File: src/rtl/ppae_ram.sv
`default_nettype none
module ppae_ram #(
    parameter int ADDR_W = 8,
    parameter int DATA_W = 8
) (
    input  wire logic              aclk,
    input  wire logic              we,
    input  wire logic [ADDR_W-1:0] waddr,
    input  wire logic [DATA_W-1:0] wdata,
    input  wire logic [ADDR_W-1:0] raddr,
    output logic      [DATA_W-1:0] rdata
);

    logic [DATA_W-1:0] mem [2**ADDR_W];

    always_ff @(posedge aclk) begin
        if (we) begin
            mem[waddr] <= wdata;
        end
        rdata <= mem[raddr];
    end

endmodule
`default_nettype wire

File: config.mk
export PLATFORM = sky130hd
export DESIGN_NAME = ppae_ram
export DESIGN_NICKNAME = d
export VERILOG_FILES = /design/src/rtl/ppae_ram.sv
export SDC_FILE = /design/constraint.sdc
export NUM_CORES = 2
export LEC_CHECK = 0
export BUFFER_PORTS_ARGS = -buffer_cell sky130_fd_sc_hd__clkbuf_2
export CAP_MARGIN = 30
export CORE_MARGIN = 2
export CORE_UTILIZATION = 50
export DETAILED_ROUTE_END_ITERATION = 16
export PLACE_DENSITY = 0.77
export REMOVE_ABC_BUFFERS = 1
export SLEW_MARGIN = 5
export SYNTH_ARGS = -nofsm -noshare
export SYNTH_HDL_FRONTEND = slang
export SYNTH_SLANG_ARGS = --single-unit
File: constraint.sdc
create_clock -name aclk -period 3.1 [get_ports aclk]
set_clock_uncertainty 0.05 [all_clocks]
set_input_delay 0.62 -clock aclk [delete_from_list [all_inputs] [get_ports aclk]]
set_output_delay 0.62 -clock aclk [all_outputs]
set_load 0.01 [all_outputs]
==> metrics.txt <==
DIE AREA=0.162 mm²; Skew-Pair Late Insertion Delay=0.84 ns; WS Path Type=input port to register; total gr overflow=0; Worst setup SP type=input port; Synth Warn #=0; DRT Pass-1 Iters=8; wire per inst=30.6 µm; leak pwr=29.9 nW; Worst-path clk slew=0.06 ns; IO Pins=34; Num CTS Buffers=196; Final Critical Period=3.11 ns; Worst EP arrival=3.77 ns; GPL Wtd Cong=0.895; Antenna Nets Post-Route=0; Max Root-Sink Buffers=3; vias after detailed routing=41900; global-route wire length before repair=293 mm; initial antenna violation count=10; gr busiest metal=met2; EDFF count, synth=2048; endpoint type of the worst setup path=register; Crit-path slowest cell=nor4_1; Synth area leaders=edfxtp_1 77%, mux4_2 13%, mux2i_1 1.7%; placed cell count=6228; Root Buffer=clkbuf_16; worst-path cell chain=buf_8 -> buf_12 -> buf_12 -> buf_4 -> buf_4 -> mux4_2 -> a22oi_1 -> a21oi_1 -> nor4_1 -> buf_4 -> nor4_1; initial DRC count=6482; pwr dens=617 mW/mm²; Final Util=0.586; Worst Path Buf+Inv=6; unrepaired setup endpoints after global routing=no; outcome=complete, but fails checks; # setup viols final=1; share of the yosys chip area belonging to registers=0.775; reg2reg setup slack=0.48 ns; Cell Rows=146; Tot GR Track Use=0.249; Worst Tran Pin Value=1.07 ns; Hold WC Path Type=input port to register; IO buf count=33; failing checks=negative setup slack; FF+latch count, synth=2056; Final Hold Viols=0; max-slew violation count=0; met2 usage=0.397; Synth async-reset ratio=0; Die Ht=403 µm; number of fillers in the final layout=10800; MaxCap Viol Count=0; final setup margin=-0.00610 ns; detailed placement HPWL=124 mm; H-tree levels=4; Peak Freq=0.322 GHz; period utilization=1.00; maximum vdd ir drop=0.000636 V; Die Span X=403 µm; core area=0.158 mm²; Top FF cell, synth=edfxtp_1; crit-path most repeated cell=buf_4; met3 global-route usage=0.0565; Data required, critical path=3.77 ns; placed cell area=0.0864 mm²; Post-Syn Area per Cell=21.3 µm²; Syn Inst Count=3733; DRC violations left=0; Synth top area share=0.773; Yosys top cell by area=edfxtp_1; CP max FO=18; Starting Density=0.503; vias in the first global route=42100; Largest delay share family, worst path=buffers and inverters; Synth Cell Area=0.0796 mm²; share of cells above drive strength 1=0.314; Final Cell Area=0.0926 mm²; Tot Pwr=57.2 mW; Detailed Route WL=202 mm; Post-Layout Cell Count=6596; clk sinks=2056; largest net degree at the start of global routing=109; CTS tree=yes; Total Nets Final=4380; area grow syn2layout=16.5%; Slowest Stage Delay on Critical Path=0.71 ns; Via density=6.36; Max transition margin=0.288; GR Util met1=0.341; setup TNS=-0.00610 ns; Synth cell types=55
## kinds of logic after synthesis
group / Yosys count / share of synthesized area
compound gates: 385 / 0.0342
buf+inv: 235 / 0.0183
flops: 2056 / 0.775
mux: 591 / 0.146
simple gates: 466 / 0.0263
## per-stage QoR
| step | setup WS [ns] | hold slack (ns) |
|---|---|---|
| 2_1_floorplan | 0.0222 | 0.669 |
| 4_1_cts | 0.0484 | 0.210 |
| 3_5_place_dp | -0.780 | 1.01 |
| 3_3_place_gp | -0.969 | 1.02 |
| 6_report | -0.00610 | 0.243 |
| 5_1_grt | 0.00491 | 0.238 |
## synth_stat cells, types with 16 or more instances
| library cell | count |
|---|---|
| nor3_1 | 22 |
| a211oi_1 | 16 |
| a22oi_1 | 133 |
| buf_1 | 22 |
| mux4_2 | 454 |
| o221ai_1 | 46 |
| edfxtp_1 | 2048 |
| nand3_1 | 34 |
| nor4_1 | 24 |
| buf_6 | 21 |
| buf_2 | 31 |
| nand2_1 | 33 |
| o22ai_1 | 28 |
| nor2_1 | 282 |
| clkbuf_1 | 111 |
| buf_4 | 27 |
| nor2b_1 | 31 |
| a21oi_1 | 96 |
| mux2i_1 | 134 |
## layout make-up
cell class | instances | area (µm²) | share of cell area
antenna | 3 | 7.51 | 0.0000810
clock buffer | 237 | 5180 | 0.0560
clock inverter | 128 | 1070 | 0.0116
sequential | 2056 | 61700 | 0.666
multi-input combinational | 1442 | 16500 | 0.178
timing repair buffer | 656 | 5630 | 0.0608
inverter | 2 | 7.51 | 0.0000810
tap | 2072 | 2590 | 0.0280
## worst paths after layout
| kind | endpoint | cells after the start | from |
|---|---|---|---|
| setup reg to reg | rdata[0]$_DFF_P_ | 6 | mem[139][0]$_DFFE_PP_ |
| hold reg to reg | rdata[6]$_DFF_P_ | 5 | mem[214][6]$_DFFE_PP_ |
| setup / recovery | rdata[7]$_DFF_P_ | 11 | raddr[0] |
| hold / removal | mem[202][6]$_DFFE_PP_ | 1 | wdata[6] |
## repair_timing
item	4_1_cts	5_1_grt
buffers inserted	0	0
hold buffers	0	0
endpoints found under the setup margin	1	3
pin swaps	0	0
gates resized for setup	1	3
## layout by cell type, fill, tap and decap left out, drive strengths merged, types with 12 or more instances in the layout
cell type  count
edfxtp      2048
buf          627
mux4         456
nor2         282
clkbuf       266
mux2i        134
a22oi        133
a21oi         96
clkinv        96
o221ai        47
nand3         34
nand2         33
nor2b         31
o22ai         28
nor4          27
nor3          22
a211oi        16
bufinv        15
a221oi        14
o21ai         12
## power breakdown
group / switching, mW / leakage [nW] / internal (mW) / total [mW]
combinational: 1.88 / 8.37 / 1.20 / 3.09
sequential: 0.0784 / 18.5 / 30.6 / 30.7
clock: 10.2 / 3.06 / 13.2 / 23.4
## sequential cells by signal (all words and copies together) (netlist names)
name	cells
mem	2048
rdata	8
## per-layer routing
metal	part of all wire	vias to the layer above
li1	-	16900
met1	0.36	21700
met2	0.48	2883
met3	0.12	432
met4	0.037	6
met5	0.00021	-
Note: power is estimated with default switching activity, not from simulation.
