## src/rtl/ppae_pkg.sv

```systemverilog
`default_nettype none
package ppae_pkg;

    localparam int SLOTS    = 256;
    localparam int IDX_W    = $clog2(SLOTS);
    localparam int CNT_W    = IDX_W + 1;
    localparam int LIFE_W   = 9;
    localparam int ACC_W    = 17;
    localparam int TICKS_PER_SECOND = 30;

    localparam logic [LIFE_W-1:0] LIFE_TICKS = LIFE_W'(300);
    localparam int DT_Q16   = (65536 + TICKS_PER_SECOND / 2) / TICKS_PER_SECOND;
    localparam int ACC_DV   = 10 * DT_Q16;
    localparam logic signed [31:0] SPAWN_VEL = 32'sd655360;
    localparam logic [ACC_W-1:0] ACC_ONE = ACC_W'(256 * TICKS_PER_SECOND);

    localparam logic KIND_TICK = 1'b0;
    localparam logic KIND_READ = 1'b1;

    localparam logic REG_EMIT_RATE  = 1'b0;
    localparam logic REG_POOL_LIMIT = 1'b1;

    typedef struct packed {
        logic signed [31:0] x;
        logic signed [31:0] y;
        logic signed [31:0] z;
        logic signed [31:0] vel;
        logic [LIFE_W-1:0]  life;
    } part_t;

    typedef struct packed {
        logic [CNT_W-1:0]   live;
        logic [CNT_W-1:0]   emitted;
        logic               valid;
        logic signed [31:0] x;
        logic signed [31:0] y;
        logic signed [31:0] z;
        logic [LIFE_W-1:0]  life;
    } res_t;

    typedef enum logic [2:0] {
        ST_IDLE,
        ST_RD_DAT,
        ST_AGE_RD,
        ST_AGE_EV,
        ST_EMIT,
        ST_INT,
        ST_DONE
    } state_t;

endpackage
`default_nettype wire

```

## src/rtl/ppae_integ.sv

```systemverilog
`default_nettype none
module ppae_integ
    import ppae_pkg::*;
(
    input  wire logic  aclk,
    input  wire logic  aresetn,
    input  wire logic  in_valid,
    input  wire part_t in_part,
    output logic       out_valid,
    output part_t      out_part
);

    logic               v1_reg;
    logic               v2_reg;
    part_t              p1_reg;
    part_t              p2_reg;
    logic signed [44:0] prod_reg;
    logic signed [44:0] prod_next;
    logic signed [12:0] dt_s;
    logic signed [44:0] rnd;
    logic signed [28:0] step;
    logic signed [33:0] ysum;
    logic signed [32:0] vdiff;
    part_t              p2_next;

    assign dt_s      = 13'(DT_Q16);
    assign prod_next = in_part.vel * dt_s;

    always_comb begin
        p2_next = p1_reg;
        // round half up, then floor by arithmetic shift
        rnd   = prod_reg + 45'sd32768;
        step  = rnd[44:16];
        ysum  = 34'(p1_reg.y) + 34'(step);
        vdiff = 33'(p1_reg.vel) - 33'(ACC_DV);
        if ((ysum[33] == ysum[32]) && (ysum[32] == ysum[31])) begin
            p2_next.y = ysum[31:0];
        end else begin
            p2_next.y = ysum[33] ? 32'sh80000000 : 32'sh7fffffff;
        end
        if (vdiff[32] == vdiff[31]) begin
            p2_next.vel = vdiff[31:0];
        end else begin
            p2_next.vel = 32'sh80000000;
        end
    end

    always_ff @(posedge aclk) begin
        if (!aresetn) begin
            v1_reg <= 1'b0;
            v2_reg <= 1'b0;
        end else begin
            v1_reg <= in_valid;
            v2_reg <= v1_reg;
        end
        prod_reg <= prod_next;
        p1_reg   <= in_part;
        p2_reg   <= p2_next;
    end

    assign out_valid = v2_reg;
    assign out_part  = p2_reg;

endmodule
`default_nettype wire

```

## config.mk

```make
export PLATFORM = sky130hd
export DESIGN_NAME = ppae_integ
export DESIGN_NICKNAME = d
export VERILOG_FILES = /design/src/rtl/ppae_pkg.sv /design/src/rtl/ppae_integ.sv
export SDC_FILE = /design/constraint.sdc
export NUM_CORES = 1
export LEC_CHECK = 0
export ABC_AREA = 0
export BUFFER_PORTS_ARGS = -buffer_cell sky130_fd_sc_hd__clkbuf_2
export CAP_MARGIN = 20
export CORE_MARGIN = 5
export CORE_UTILIZATION = 56
export CTS_CLUSTER_DIAMETER = 40
export CTS_CLUSTER_SIZE = 14
export DETAILED_ROUTE_END_ITERATION = 10
export GPL_TIMING_DRIVEN = 0
export PLACE_DENSITY = 0.78
export SLEW_MARGIN = 20
export SYNTH_ARGS = -nofsm -noshare
export SYNTH_HDL_FRONTEND = slang
export SYNTH_SLANG_ARGS = --single-unit
```

## constraint.sdc

```tcl
create_clock -name aclk -period 5.5 [get_ports aclk]
set_clock_uncertainty 0.1 [all_clocks]
set_input_delay 0.275 -clock aclk [delete_from_list [all_inputs] [get_ports aclk]]
set_output_delay 0.275 -clock aclk [all_outputs]
set_load 0.05 [all_outputs]
```

==> results of run 1 <==
-- worst max-delay path, cell delays in order --
cell and delay [ns]:
dlygate4sd3_1 0.55, clkbuf_2 0.23, ha_1 0.27, fa_1 0.48
inv_1 0.08, fa_1 0.48, fa_1 0.55, inv_1 0.04
ha_1 0.26, clkbuf_1 0.28, nand4_1 0.16, nor3_1 0.37
nand2_1 0.11, a21oi_1 0.14, a21oi_1 0.15, a211oi_1 0.51
o21ai_0 0.15, a221oi_1 0.25
-- through the flow --
step | hold slack [ns] | worst slack [ns]
after floorplan | 0.203 | 1.36
after global placement | 0.210 | 0.501
after detailed placement | 0.212 | 0.405
after CTS | 0.218 | 0.310
after global routing | 0.229 | 0.109
final | 0.215 | 0.477
-- cell families after synthesis --
group | count (synthesis) | synth area share, %
AO/OA/AOI/OAI | 253 | 11.2
XOR/XNOR | 107 | 6.51
adder cells (fa/ha/maj) | 264 | 26.0
buffers and inverters | 169 | 4.63
flip-flops | 306 | 42.5
AND/OR/NAND/NOR | 270 | 9.14
-- layout make-up --
class | instances | area [um2] | area share, %
Multi-Input combinational cell | 894 | 7610 | 40.4
Sequential cell | 306 | 6130 | 32.5
Timing Repair Buffer | 417 | 2790 | 14.8
Clock buffer | 39 | 943 | 5.01
Inverter | 145 | 544 | 2.89
Tap cell | 330 | 413 | 2.19
Clock inverter | 23 | 292 | 1.55
Buffer | 24 | 123 | 0.651
Antenna cell | 1 | 2.50 | 0.0133
-- repair_timing --
action / 4_1_cts / 5_1_grt
resized for setup: 0 / 1
endpoints found under the hold margin: 139 / 0
endpoints found under the setup margin: 0 / 21
hold buffers: 140 / 0
-- worst paths after layout --
kind | start | to | slack (ns) | cells after the start
min reg2reg | p1_reg[46] | out_part[46] | 0.22 | 0
max | in_part[40] | prod_reg[43] | 0.48 | 18
min | p1_reg[46] | out_part[46] | 0.22 | 0
max reg2reg | prod_reg[17] | out_part[90] | 0.54 | 18
-- cells in the final DEF, fill, tap and decap left out, types with 5 or more instances in the layout --
| cell | Yosys | layout |
|---|---|---|
| clkbuf_1 | 13 | 14 |
| and3_1 | 12 | 12 |
| inv_1 | 145 | 145 |
| clkbuf_2 | 2 | 279 |
| dlygate4sd3_1 | 0 | 140 |
| nand2_1 | 63 | 63 |
| nor2b_1 | 11 | 11 |
| o21ai_0 | 65 | 65 |
| dfxtp_1 | 306 | 306 |
| a21oi_1 | 77 | 77 |
| nand2b_1 | 8 | 8 |
| fa_1 | 59 | 59 |
| a31oi_1 | 7 | 7 |
| nor3_1 | 21 | 21 |
| clkbuf_16 | 0 | 37 |
| ha_1 | 202 | 202 |
| nand4_1 | 23 | 23 |
| a21o_1 | 30 | 30 |
| and2_1 | 9 | 9 |
| nor2_1 | 76 | 76 |
| or3_1 | 5 | 5 |
| nand3_1 | 21 | 21 |
| o21bai_1 | 8 | 8 |
| o21a_1 | 10 | 10 |
| a211oi_1 | 11 | 11 |
| inv_6 | 0 | 9 |
| xnor2_1 | 61 | 60 |
| buf_2 | 6 | 6 |
| xor2_1 | 46 | 46 |
| o211ai_1 | 10 | 10 |
-- routing by layer --
| metal | up-vias | GRT usage [%] |
|---|---|---|
| met1 | 5419 | 29.4 |
| li1 | 5589 | - |
| met4 | 0 | 8.61 |
| met3 | 85 | 4.39 |
| met2 | 348 | 47.1 |
| met5 | - | 0 |
-- power by group through the flow --
stage | Clock [mW] | Sequential (mW) | Combinational, mW
after floorplan | 0 | 3.39 | 2.66
after global placement | 0 | 2.81 | 4.14
after detailed placement | 0 | 2.82 | 4.21
after CTS | 2.45 | 2.78 | 4.33
after global routing | 2.59 | 2.81 | 4.80
final | 2.45 | 2.78 | 4.35
==> flow_metrics.py, run 1 <==
metrics = {
    "run_status": {
        "outcome": "finished, final reports clean",
    },
    "power": {
        "powerDensity_nw_per_um2": 508,
        "swShare_pct": 41.1,
        "power.net_switching_mw": 3.94,
        "peakVddDrop_v": 0.000403,
        "p_total_mw": 9.58,
        "seq_power_share_pct": 29.0,
        "power_frac_comb_pct": 45.4,
        "leakage_nw": 9.20,
        "p_int_mw": 5.64,
        "clkPwrFrac_pct": 25.6,
    },
    "routing": {
        "wl_mm": 37.9,
        "post-route-drc-count": 0,
        "met1_length_mm": 14.7,
        "top_layer_used": "met4",
        "via_count": 11400,
        "drtPass1Iterations": 4,
        "drtAntennaViolNets": 0,
        "dr_wl_met3_mm": 2.04,
        "dr_wl_met2_mm": 20.0,
        "drt_iter0_drc": 543,
        "detail_route.wl_per_cell_um": 17.4,
        "vias_per_cell": 5.25,
    },
    "sta": {
        "rsz0062_at_grt": "no",
        "clock.fmax_ghz": 0.199,
        "relSlewSlack_pct": 56.9,
        "slew_viol_final": 0,
        "post-route-period-util_pct": 91.3,
        "finalSetupViolCount": 0,
        "timing.final.hold_violations": 0,
        "finalSetupTns_ns": 0,
        "tightest_slew_ns": 0.647,
        "period_minus_slack_ns": 5.02,
    },
    "clocking": {
        "h-tree-depth": 2,
        "clockBufferDepth": 3,
        "cts_tree": "yes",
        "insertion_delay_ns": 0.54,
        "clk_pin_slew_worst_paths_ns": 0.07,
        "clock_tree.root_cell": "clkbuf_16",
        "cts_made_buffers": 37,
        "postCtsSetupBuffers": 0,
        "cts.sinks": 306,
    },
    "floorplan": {
        "chipHeight_um": 170,
        "coreArea_um2": 25300,
        "io_pins": 278,
        "rows": 58,
        "dieArea_um2": 29000,
        "initial_core_util_pct": 57.0,
        "die_w_um": 170,
    },
    "yosys": {
        "yosys-top-cells-area": "dfxtp_1 (43%), ha_1 (18%), fa_1 (8.2%)",
        "syn_inst": 1369,
        "yosysTopAreaCell": "dfxtp_1",
        "synth_edf_count": 0,
        "ys_seq_area_share_pct": 42.5,
        "synth_cell_types": 67,
        "synth_nets": 1770,
        "yosysMostFrequentCell": "dfxtp_1",
        "synth_ff_type": "dfxtp_1",
        "synth_top_area_share_pct": 42.5,
        "postSynthAreaPerCell_um2": 10.5,
        "ys_seq_elements": 306,
        "syn_area_um2": 14400,
        "async_flop_share_pct": 0,
        "synth_warnings": 0,
        "netlist_top_cells_count": "dfxtp_1 (306), ha_1 (202), inv_1 (145)",
    },
    "critical_path": {
        "required_ns": 5.84,
        "path_class": "primary input to flop",
        "critPathCaptureType": "flop",
        "crit_path_start_kind": "primary input",
        "cp_max_fo": 9,
        "arrival_ns": 5.37,
    },
    "finish": {
        "fill_cells": 1713,
        "largest_reg_flops": 137,
        "nNetsFinal": 2226,
        "utilization_pct": 74.6,
        "syn2layout_area_growth_pct": 30.9,
        "drive_above_1_share_pct": 19.5,
        "stdcell_area_um2": 18800,
        "fin_cells": 2179,
    },
    "global_routing": {
        "grt_pass1_wl_mm": 59.2,
        "track_usage_pct": 25.4,
        "grt_max_degree": 15,
        "grt_antenna_before_repair": 0,
        "grt.overflow.total": 0,
        "grt_pass1_vias": 11800,
    },
    "placed_design": {
        "dpl.hpwl_mm": 26.9,
        "dpl.cell_count": 1976,
        "dpl-instance-area_um2": 16200,
        "gp_congestion": 0.892,
        "port-buffer-count": 277,
    },
    "flow_run": {
        "max_cap_violations": 0,
    },
    "worst_hold_path": {
        "worstHoldPathType": "flop to flop",
    },
}
Power figures use the tool's default switching activity.
==> run 2, diff against run 1 <==
--- a/config.mk
+++ b/config.mk
@@ -8,13 +8,16 @@
 export ABC_AREA = 0
 export BUFFER_PORTS_ARGS = -buffer_cell sky130_fd_sc_hd__clkbuf_2
 export CAP_MARGIN = 20
+export CELL_PAD_IN_SITES_DETAIL_PLACEMENT = 1
+export CELL_PAD_IN_SITES_GLOBAL_PLACEMENT = 1
 export CORE_MARGIN = 5
-export CORE_UTILIZATION = 56
+export CORE_UTILIZATION = 43
 export CTS_CLUSTER_DIAMETER = 40
 export CTS_CLUSTER_SIZE = 14
 export DETAILED_ROUTE_END_ITERATION = 10
 export GPL_TIMING_DRIVEN = 0
-export PLACE_DENSITY = 0.78
+export PLACE_DENSITY = 0.77
+export RECOVER_POWER = 25
 export SLEW_MARGIN = 20
 export SYNTH_ARGS = -nofsm -noshare
 export SYNTH_HDL_FRONTEND = slang
==> flow_metrics.py, run 2 (same netlist as run 1, synthesis figures left out) <==
metrics = {
    "finish": {
        "nNetsFinal": 2229,
        "drive_above_1_share_pct": 19.7,
        "largest_reg_flops": 137,
        "utilization_pct": 57.4,
        "syn2layout_area_growth_pct": 32.6,
        "layout_commonest_cell": "dfxtp_1",
        "final_cell_mix": "dfxtp_1 (306), clkbuf_2 (276), ha_1 (202), inv_1 (145), dlygate4sd3_1 (140)",
        "stdcell_area_um2": 19100,
    },
    "flow_run": {
        "max_cap_violations": 0,
    },
    "placed_design": {
        "dpl.hpwl_mm": 30.3,
        "dpl-instance-area_um2": 16300,
        "port-buffer-count": 277,
        "gp_congestion": 0.839,
    },
    "power": {
        "peakVddDrop_v": 0.000293,
        "p_total_mw": 9.84,
        "power_frac_comb_pct": 45.6,
        "clkPwrFrac_pct": 26.1,
        "swShare_pct": 42.2,
        "power.net_switching_mw": 4.16,
        "leakage_nw": 9.23,
        "p_int_mw": 5.69,
        "powerDensity_nw_per_um2": 516,
        "seq_power_share_pct": 28.4,
    },
    "sta": {
        "tightest_slew_ns": 0.606,
        "period_minus_slack_ns": 5.16,
        "slew_viol_final": 0,
        "finalSetupTns_ns": 0,
        "post-route-period-util_pct": 93.9,
        "finalSetupViolCount": 0,
        "rsz0062_at_grt": "no",
        "clock.fmax_ghz": 0.194,
        "timing.final.hold_violations": 0,
        "relSlewSlack_pct": 59.6,
    },
    "clocking": {
        "clockBufferDepth": 3,
        "clk_pin_slew_worst_paths_ns": 0.07,
        "insertion_delay_ns": 0.57,
        "cts.sinks": 306,
        "cts_tree": "yes",
        "h-tree-depth": 2,
        "clock_tree.root_cell": "clkbuf_16",
        "cts_made_buffers": 40,
    },
    "routing": {
        "wl_mm": 44.2,
        "post-route-drc-count": 0,
        "detail_route.wl_per_cell_um": 19.2,
        "drtPass1Iterations": 4,
        "drtAntennaViolNets": 0,
        "vias_per_cell": 5.04,
        "drt_iter0_drc": 277,
        "via_count": 11600,
    },
    "floorplan": {
        "coreArea_um2": 33300,
        "dieArea_um2": 37200,
        "die_w_um": 193,
        "chipHeight_um": 193,
        "rows": 67,
        "io_pins": 278,
        "initial_core_util_pct": 43.3,
    },
    "global_routing": {
        "grt_antenna_before_repair": 2,
        "grt_max_degree": 15,
        "track_usage_pct": 23.4,
        "grt.overflow.total": 0,
        "grt_pass1_vias": 13000,
        "grt_pass1_wl_mm": 68.4,
    },
    "run_status": {
        "outcome": "finished, final reports clean",
    },
    "critical_path": {
        "path_class": "primary input to flop",
        "crit_path_start_kind": "primary input",
        "required_ns": 5.81,
        "arrival_ns": 5.47,
        "critPathCaptureType": "flop",
        "cp_max_fo": 9,
    },
    "worst_hold_path": {
        "worstHoldPathType": "flop to flop",
    },
}
==> run 2: timing repair <==
item / in CTS / in global routing
setup endpoints to repair: 0 / 27
endpoints found under the hold margin: 139 / 0
buffers inserted: 0 / 0
resized for setup: 0 / 4
hold buffers: 140 / 0
==> run 2: area by class of cell <==
| cell class | count | area (um2) |
|---|---|---|
| timing repair buffer | 417 | 2780 |
| antenna | 2 | 5.00 |
| buffer | 24 | 123 |
| multi-input combinational | 894 | 7630 |
| fill | 3700 | 14200 |
| tap | 448 | 561 |
| sequential | 306 | 6130 |
| clock inverter | 24 | 288 |
| inverter | 145 | 544 |
| clock buffer | 44 | 1040 |
==> run 2: power by group through the flow <==
stage | logic [mW] | registers, mW | clock network (mW)
6_report | 4.49 | 2.79 | 2.57
5_1_grt | 4.98 | 2.83 | 2.73
4_1_cts | 4.47 | 2.78 | 2.58
3_5_place_dp | 4.32 | 2.83 | 0
3_3_place_gp | 4.20 | 2.81 | 0
2_1_floorplan | 2.66 | 3.39 | 0
==> run 2: worst paths after layout <==
| kind | from | to | slack (ns) | cells after the start |
|---|---|---|---|---|
| setup / recovery | in_part[40] | prod_reg[43] | 0.34 | 18 |
| hold / removal | p1_reg[4] | out_part[4] | 0.22 | 0 |
| setup reg to reg | prod_reg[17] | out_part[90] | 0.46 | 17 |
| hold reg to reg | p1_reg[4] | out_part[4] | 0.22 | 0 |
==> run 2: critical path, stage by stage <==
cell and delay [ns]:
dlygate4sd3_1 0.54, clkbuf_2 0.25, ha_1 0.29, fa_1 0.48, inv_1 0.08, fa_1 0.48
fa_1 0.55, inv_1 0.04, ha_1 0.26, clkbuf_1 0.30, nand4_1 0.19, nor3_1 0.36
nand2_1 0.10, a21oi_1 0.16, a21oi_1 0.15, a211oi_2 0.40, o21ai_0 0.15, a221oi_1 0.39
==> run 2: through the flow <==
step | cells | hold slack [ns] | setup slack, ns
floorplan | 1369 | 0.203 | 1.36
global placement | 2094 | 0.210 | 0.400
detailed placement | 2094 | 0.213 | 0.242
CTS | 2302 | 0.221 | 0.149
global route | 2304 | 0.229 | 0.0230
finish | 2304 | 0.223 | 0.337
==> run 2: per-layer routing <==
layer  wire (um)  GRT usage, %
met1       17000          25.5
met2       23900          45.2
met3        2010          4.47
met4        1330          7.71
met5           0             0
